==> config.mk <==
export PLATFORM = sky130hd
export DESIGN_NAME = metc_ctrl
export DESIGN_NICKNAME = d
export VERILOG_FILES = /design/src/hw/rtl/metc_pkg.sv /design/src/hw/rtl/metc_ctrl.sv
export SDC_FILE = /design/constraint.sdc
export NUM_CORES = 1
export LEC_CHECK = 0
export BUFFER_PORTS_ARGS = -buffer_cell sky130_fd_sc_hd__buf_4
export CAP_MARGIN = 20
export CORE_AREA = 2 2 39 41
export DETAILED_ROUTE_END_ITERATION = 8
export DIE_AREA = 0 0 41 43
export GPL_TIMING_DRIVEN = 0
export PLACE_DENSITY = 0.39
export SKIP_LAST_GASP = 1
export SYNTH_ARGS = -nofsm -noshare
export SYNTH_HDL_FRONTEND = slang
export SYNTH_SLANG_ARGS = --single-unit
==> constraint.sdc <==
create_clock -name i_clk -period 2.7 [get_ports i_clk]
set_clock_uncertainty 0.2 [all_clocks]
set_input_delay 0.54 -clock i_clk [delete_from_list [all_inputs] [get_ports i_clk]]
set_output_delay 0.54 -clock i_clk [all_outputs]
set_load 0.05 [all_outputs]
==> src/hw/rtl/metc_pkg.sv <==
// Shared types, constants and the color palette of the escape-time block.
package metc_pkg;

    localparam int C_COORD_W   = 31;   // width of one coordinate of c
    localparam int C_COUNT_W   = 16;   // width of counts and of the limit
    localparam int C_CLASS_W   = 3;
    localparam int C_CHAN_W    = 8;
    localparam int C_Q10_W     = 13;   // 65535 / 10 fits 13 bits
    localparam int C_Q100_W    = 10;   // 65535 / 100 fits 10 bits
    localparam int C_RECIP10   = 52429;  // ceil(2^19 / 10), exact for 16-bit dividends
    localparam int C_RECIP_SHF = 19;
    localparam logic [C_COUNT_W-1:0] C_MAX_ITER_RST = 16'd1000;

    typedef enum logic [C_CLASS_W-1:0] {
        CLS_BLACK      = 3'd0,
        CLS_ORANGE     = 3'd1,
        CLS_RED        = 3'd2,
        CLS_DARK_BLUE  = 3'd3,
        CLS_YELLOW     = 3'd4,
        CLS_DARK_GREEN = 3'd5,
        CLS_CYAN       = 3'd6
    } t_color_class;

    // Commands from the controller to the datapath.
    typedef struct packed {
        logic load;      // take a new point, z = c, count = 0
        logic mul;       // register partial products of x*x, y*y, x*y
        logic sum;       // combine partial products
        logic add;       // form |z|^2, x*x - y*y and 2*x*y
        logic upd;       // write z*z + c, advance the count
        logic out_load;  // write the result register
    } t_cmd;

    // Status from the datapath to the controller.
    typedef struct packed {
        logic stop;      // limit reached or a component beyond radius two
        logic esc;       // |z|^2 above four
        logic out_free;  // result register empty or being taken
    } t_sts;

    function automatic logic [3*C_CHAN_W-1:0] color_rgb(input t_color_class cls);
        logic [3*C_CHAN_W-1:0] rgb;
        case (cls)
            CLS_BLACK:      rgb = 24'h000000;
            CLS_ORANGE:     rgb = 24'hFF8000;
            CLS_RED:        rgb = 24'hFF0000;
            CLS_DARK_BLUE:  rgb = 24'h000080;
            CLS_YELLOW:     rgb = 24'hFFFF00;
            CLS_DARK_GREEN: rgb = 24'h004D00;
            CLS_CYAN:       rgb = 24'h00FFFF;
            default:        rgb = 24'h000000;
        endcase
        return rgb;
    endfunction

endpackage

==> src/hw/rtl/metc_ctrl.sv <==
// Sequencer of the escape-time iteration: load, multiply, sum, add, update, emit.
module metc_ctrl (
    input  logic           i_clk,
    input  logic           i_rst_n,
    input  logic           i_in_valid,
    output logic           o_in_stall,
    input  metc_pkg::t_sts i_sts,
    output metc_pkg::t_cmd o_cmd
);
    import metc_pkg::*;

    typedef enum logic [2:0] {
        S_IDLE,
        S_MUL,
        S_SUM,
        S_ADD,
        S_UPD,
        S_COLOR
    } t_state;

    t_state r_state;
    t_state n_state;

    always_ff @(posedge i_clk) begin
        if (!i_rst_n) begin
            r_state <= S_IDLE;
        end else begin
            r_state <= n_state;
        end
    end

    always_comb begin
        n_state = r_state;
        o_cmd   = '0;
        case (r_state)
            S_IDLE: begin
                if (i_in_valid) begin
                    o_cmd.load = 1'b1;
                    n_state    = S_MUL;
                end
            end
            S_MUL: begin
                if (i_sts.stop) begin
                    n_state = S_COLOR;
                end else begin
                    o_cmd.mul = 1'b1;
                    n_state   = S_SUM;
                end
            end
            S_SUM: begin
                o_cmd.sum = 1'b1;
                n_state   = S_ADD;
            end
            S_ADD: begin
                o_cmd.add = 1'b1;
                n_state   = S_UPD;
            end
            S_UPD: begin
                if (i_sts.esc) begin
                    n_state = S_COLOR;
                end else begin
                    o_cmd.upd = 1'b1;
                    n_state   = S_MUL;
                end
            end
            S_COLOR: begin
                // hold until the result register can take the item
                if (i_sts.out_free) begin
                    o_cmd.out_load = 1'b1;
                    n_state        = S_IDLE;
                end
            end
            default: begin
                n_state = S_IDLE;
            end
        endcase
    end

    assign o_in_stall = (r_state != S_IDLE);

endmodule

==> impl_metrics.yaml <==
outcome:
  status: "finished clean"
detailed_routing:
  via_per_inst: 3.948
  dr.pass1.iters: 1
  vias: 229
  drc: 0
  drtIter0Drc: 0
  ant_nets: 0
  wl_per_cell_um: 8.828
  wl_um: 512
global_routing:
  antenna_found_initial: 0
  grt_pass1_wl_um: 752
  grt_max_degree: 11
  gr-total-overflow: 0
  grtUsageTotal: 0.06526
  grt_pass1_vias: 200
setup_path:
  cp.required_ns: 1.96
  slowest_delay_ns: 0.38
  slowest_stage: "or3_4"
  critPathBufInv: 2
  critPathCaptureType: "primary output"
  crit_type: "flip-flop to primary output"
  path_cells: "buf_6 -> or3_4 -> nor2_1 -> buf_4"
  startpoint_type: "flip-flop"
  cp.arrival_ns: 1.34
  cp_top_family: "simple AND/OR/NAND/NOR gates"
  crit_fanout: 10
clock_tree:
  cts-hold-fix-buffers: 0
  numCtsBuffers: 3
  htreeDepth: 1
  ctsLongestPathBuffers: 2
  clkTransAtPathRegs_ns: 0.04
  insertion_delay_ns: 0.23
  cts_tree: "yes"
  clkSinkCount: 3
  post-cts-setup-buffers: 0
  post_cts_resized: 0
  ctsRootBufferMaster: "clkbuf_4"
timing:
  period_minus_slack_ns: 2.078
  drv_slew: 0
  worstMarginPinSlew_ns: 0.2909
  fin_setup_tns_ns: 0
  min_period_over_period: 0.7697
  finalSetupViolCount: 0
  hold_viol_final: 0
  relSlewSlack: 0.8045
  max_freq_ghz: 0.4812
  rsz0062_at_grt: "no"
  hold-worst-slack_ns: 0.3464
synth:
  synth_area_leaders: "dfxtp_1, nor2_1, o21a_1"
  synth_warnings: 0
  synth_edf_count: 0
  synth_top_cell_by_area: "dfxtp_1"
  synth-main-ff-cell: "dfxtp_1"
  synth_most_common_cell: "nor2_1"
  synth_top_area_share: 0.2981
  ys_ff_latch: 3
  synth_common_cells: "nor2_1, dfxtp_1"
  synthesis.area_um2: 201.4
  avgSynthCellArea_um2: 7.748
  syn_inst: 26
  yosysUniqueCellTypes: 16
  seq_area_frac_synth: 0.2981
  synth_nets: 32
  synthArstFlopShare: 0
layout:
  multi_input_area_um2: 128.9
  antenna_cells: 0
  top_regs: "r_state: 3 flops"
  final-seq-area_um2: 60.06
  regMostFlops: "r_state"
  drive_gt1_frac: 0.4762
  nNetsFinal: 49
  syn_to_final_growth_pct: 70.81
  fill_cells: 163
  largest_register_ffs: 3
  instances_no_fill: 58
die:
  die_w_um: 41
  start_util: 0.1456
  die_area_mm2: 0.001763
  std_cell_rows: 14
  io_pins: 13
  coreArea_mm2: 0.001384
  die_h_um: 43
power:
  ir_drop_mv: 0.2012
  p_per_area_mw_per_mm2: 626.0
  p_total_uw: 215.4
  p_leak_uw: 0.0001527
placement:
  placedCellCount: 54
  routabilityCongestion: 0.6146
  dp_hpwl_um: 427
  port_buffers: 12
flow_run:
  drv_cap: 0
worst_hold_path:
  hold_class: "input port to flip-flop"
==> worst reg2reg max path, delay by kind of cell (launching register included) <==
kind | cells | cell delay, ns
flip-flops | 1 | 0.30
buffers and inverters | 1 | 0.13
AND/OR/NAND/NOR | 1 | 0.38
AO/OA/AOI/OAI | 2 | 0.19
==> area by class of cell <==
cell class	count	area share
clock buffers	4	0.07636
inverters	2	0.02182
flip-flops and latches	3	0.1745
well taps	16	0.05818
multi-input cells	20	0.3745
plain buffers	1	0.03273
repair buffers	12	0.2618
==> where the power goes <==
part | switching [uW] | internal, uW
combinational | 50.7 | 30.8
clock | 23.2 | 55.4
sequential | 6.23 | 49.0
==> per-stage QoR <==
stage / setup WS [ns] / cell area (um^2) / utilization
after detailed placement: 0.7772 / 317.8 / 0.2297
after global placement: 0.7959 / 317.8 / 0.2297
after global routing: 0.5466 / 344.1 / 0.2486
final: 0.6218 / 344.1 / 0.2486
after CTS: 0.6043 / 344.1 / 0.2486
after floorplan: 0.2936 / 207.7 / -
==> routing by layer <==
layer	vias to the layer above	routed length (um)	global-route usage
met3	0	94	0.03665
met1	92	243	0.08039
met4	0	0	0.06000
met2	13	174	0.07500
met5	-	0	0
li1	124	-	-
==> final timing paths <==
path         slack (ns)                 endpoint  cells past startpoint               startpoint
max reg2reg        1.39  r_state[0]$_SDFFE_PN0P_                      4  r_state[1]$_SDFFE_PN0P_
max                0.62                 o_cmd[5]                      4  r_state[1]$_SDFFE_PN0P_
min reg2reg        0.35  r_state[0]$_SDFFE_PN0P_                      1  r_state[0]$_SDFFE_PN0P_
min                0.35  r_state[1]$_SDFFE_PN0P_                      2                  i_rst_n
==> placed cells by master (no fill, tap or decap), drive strengths merged <==
| cell | netlist | layout |
|---|---|---|
| inv | 2 | 2 |
| nand2b | 1 | 1 |
| nor3b | 1 | 1 |
| nor4 | 1 | 1 |
| nor3 | 2 | 2 |
| nor4b | 1 | 1 |
| o211ai | 1 | 1 |
| or3 | 1 | 1 |
| nand2 | 2 | 2 |
| clkbuf | 0 | 4 |
| dfxtp | 3 | 3 |
| o21a | 2 | 2 |
| a21oi | 2 | 2 |
| and3 | 1 | 1 |
| o21ai | 1 | 1 |
| nor2 | 4 | 4 |
| buf | 1 | 13 |
==> logic make-up after synthesis <==
family	share of synthesized area
AOI/OAI and AO/OA	0.2111
buffers and inverters	0.09318
DFF	0.2981
and+or+nand+nor	0.3976
No activity file was read; power rests on OpenSTA's default activity.
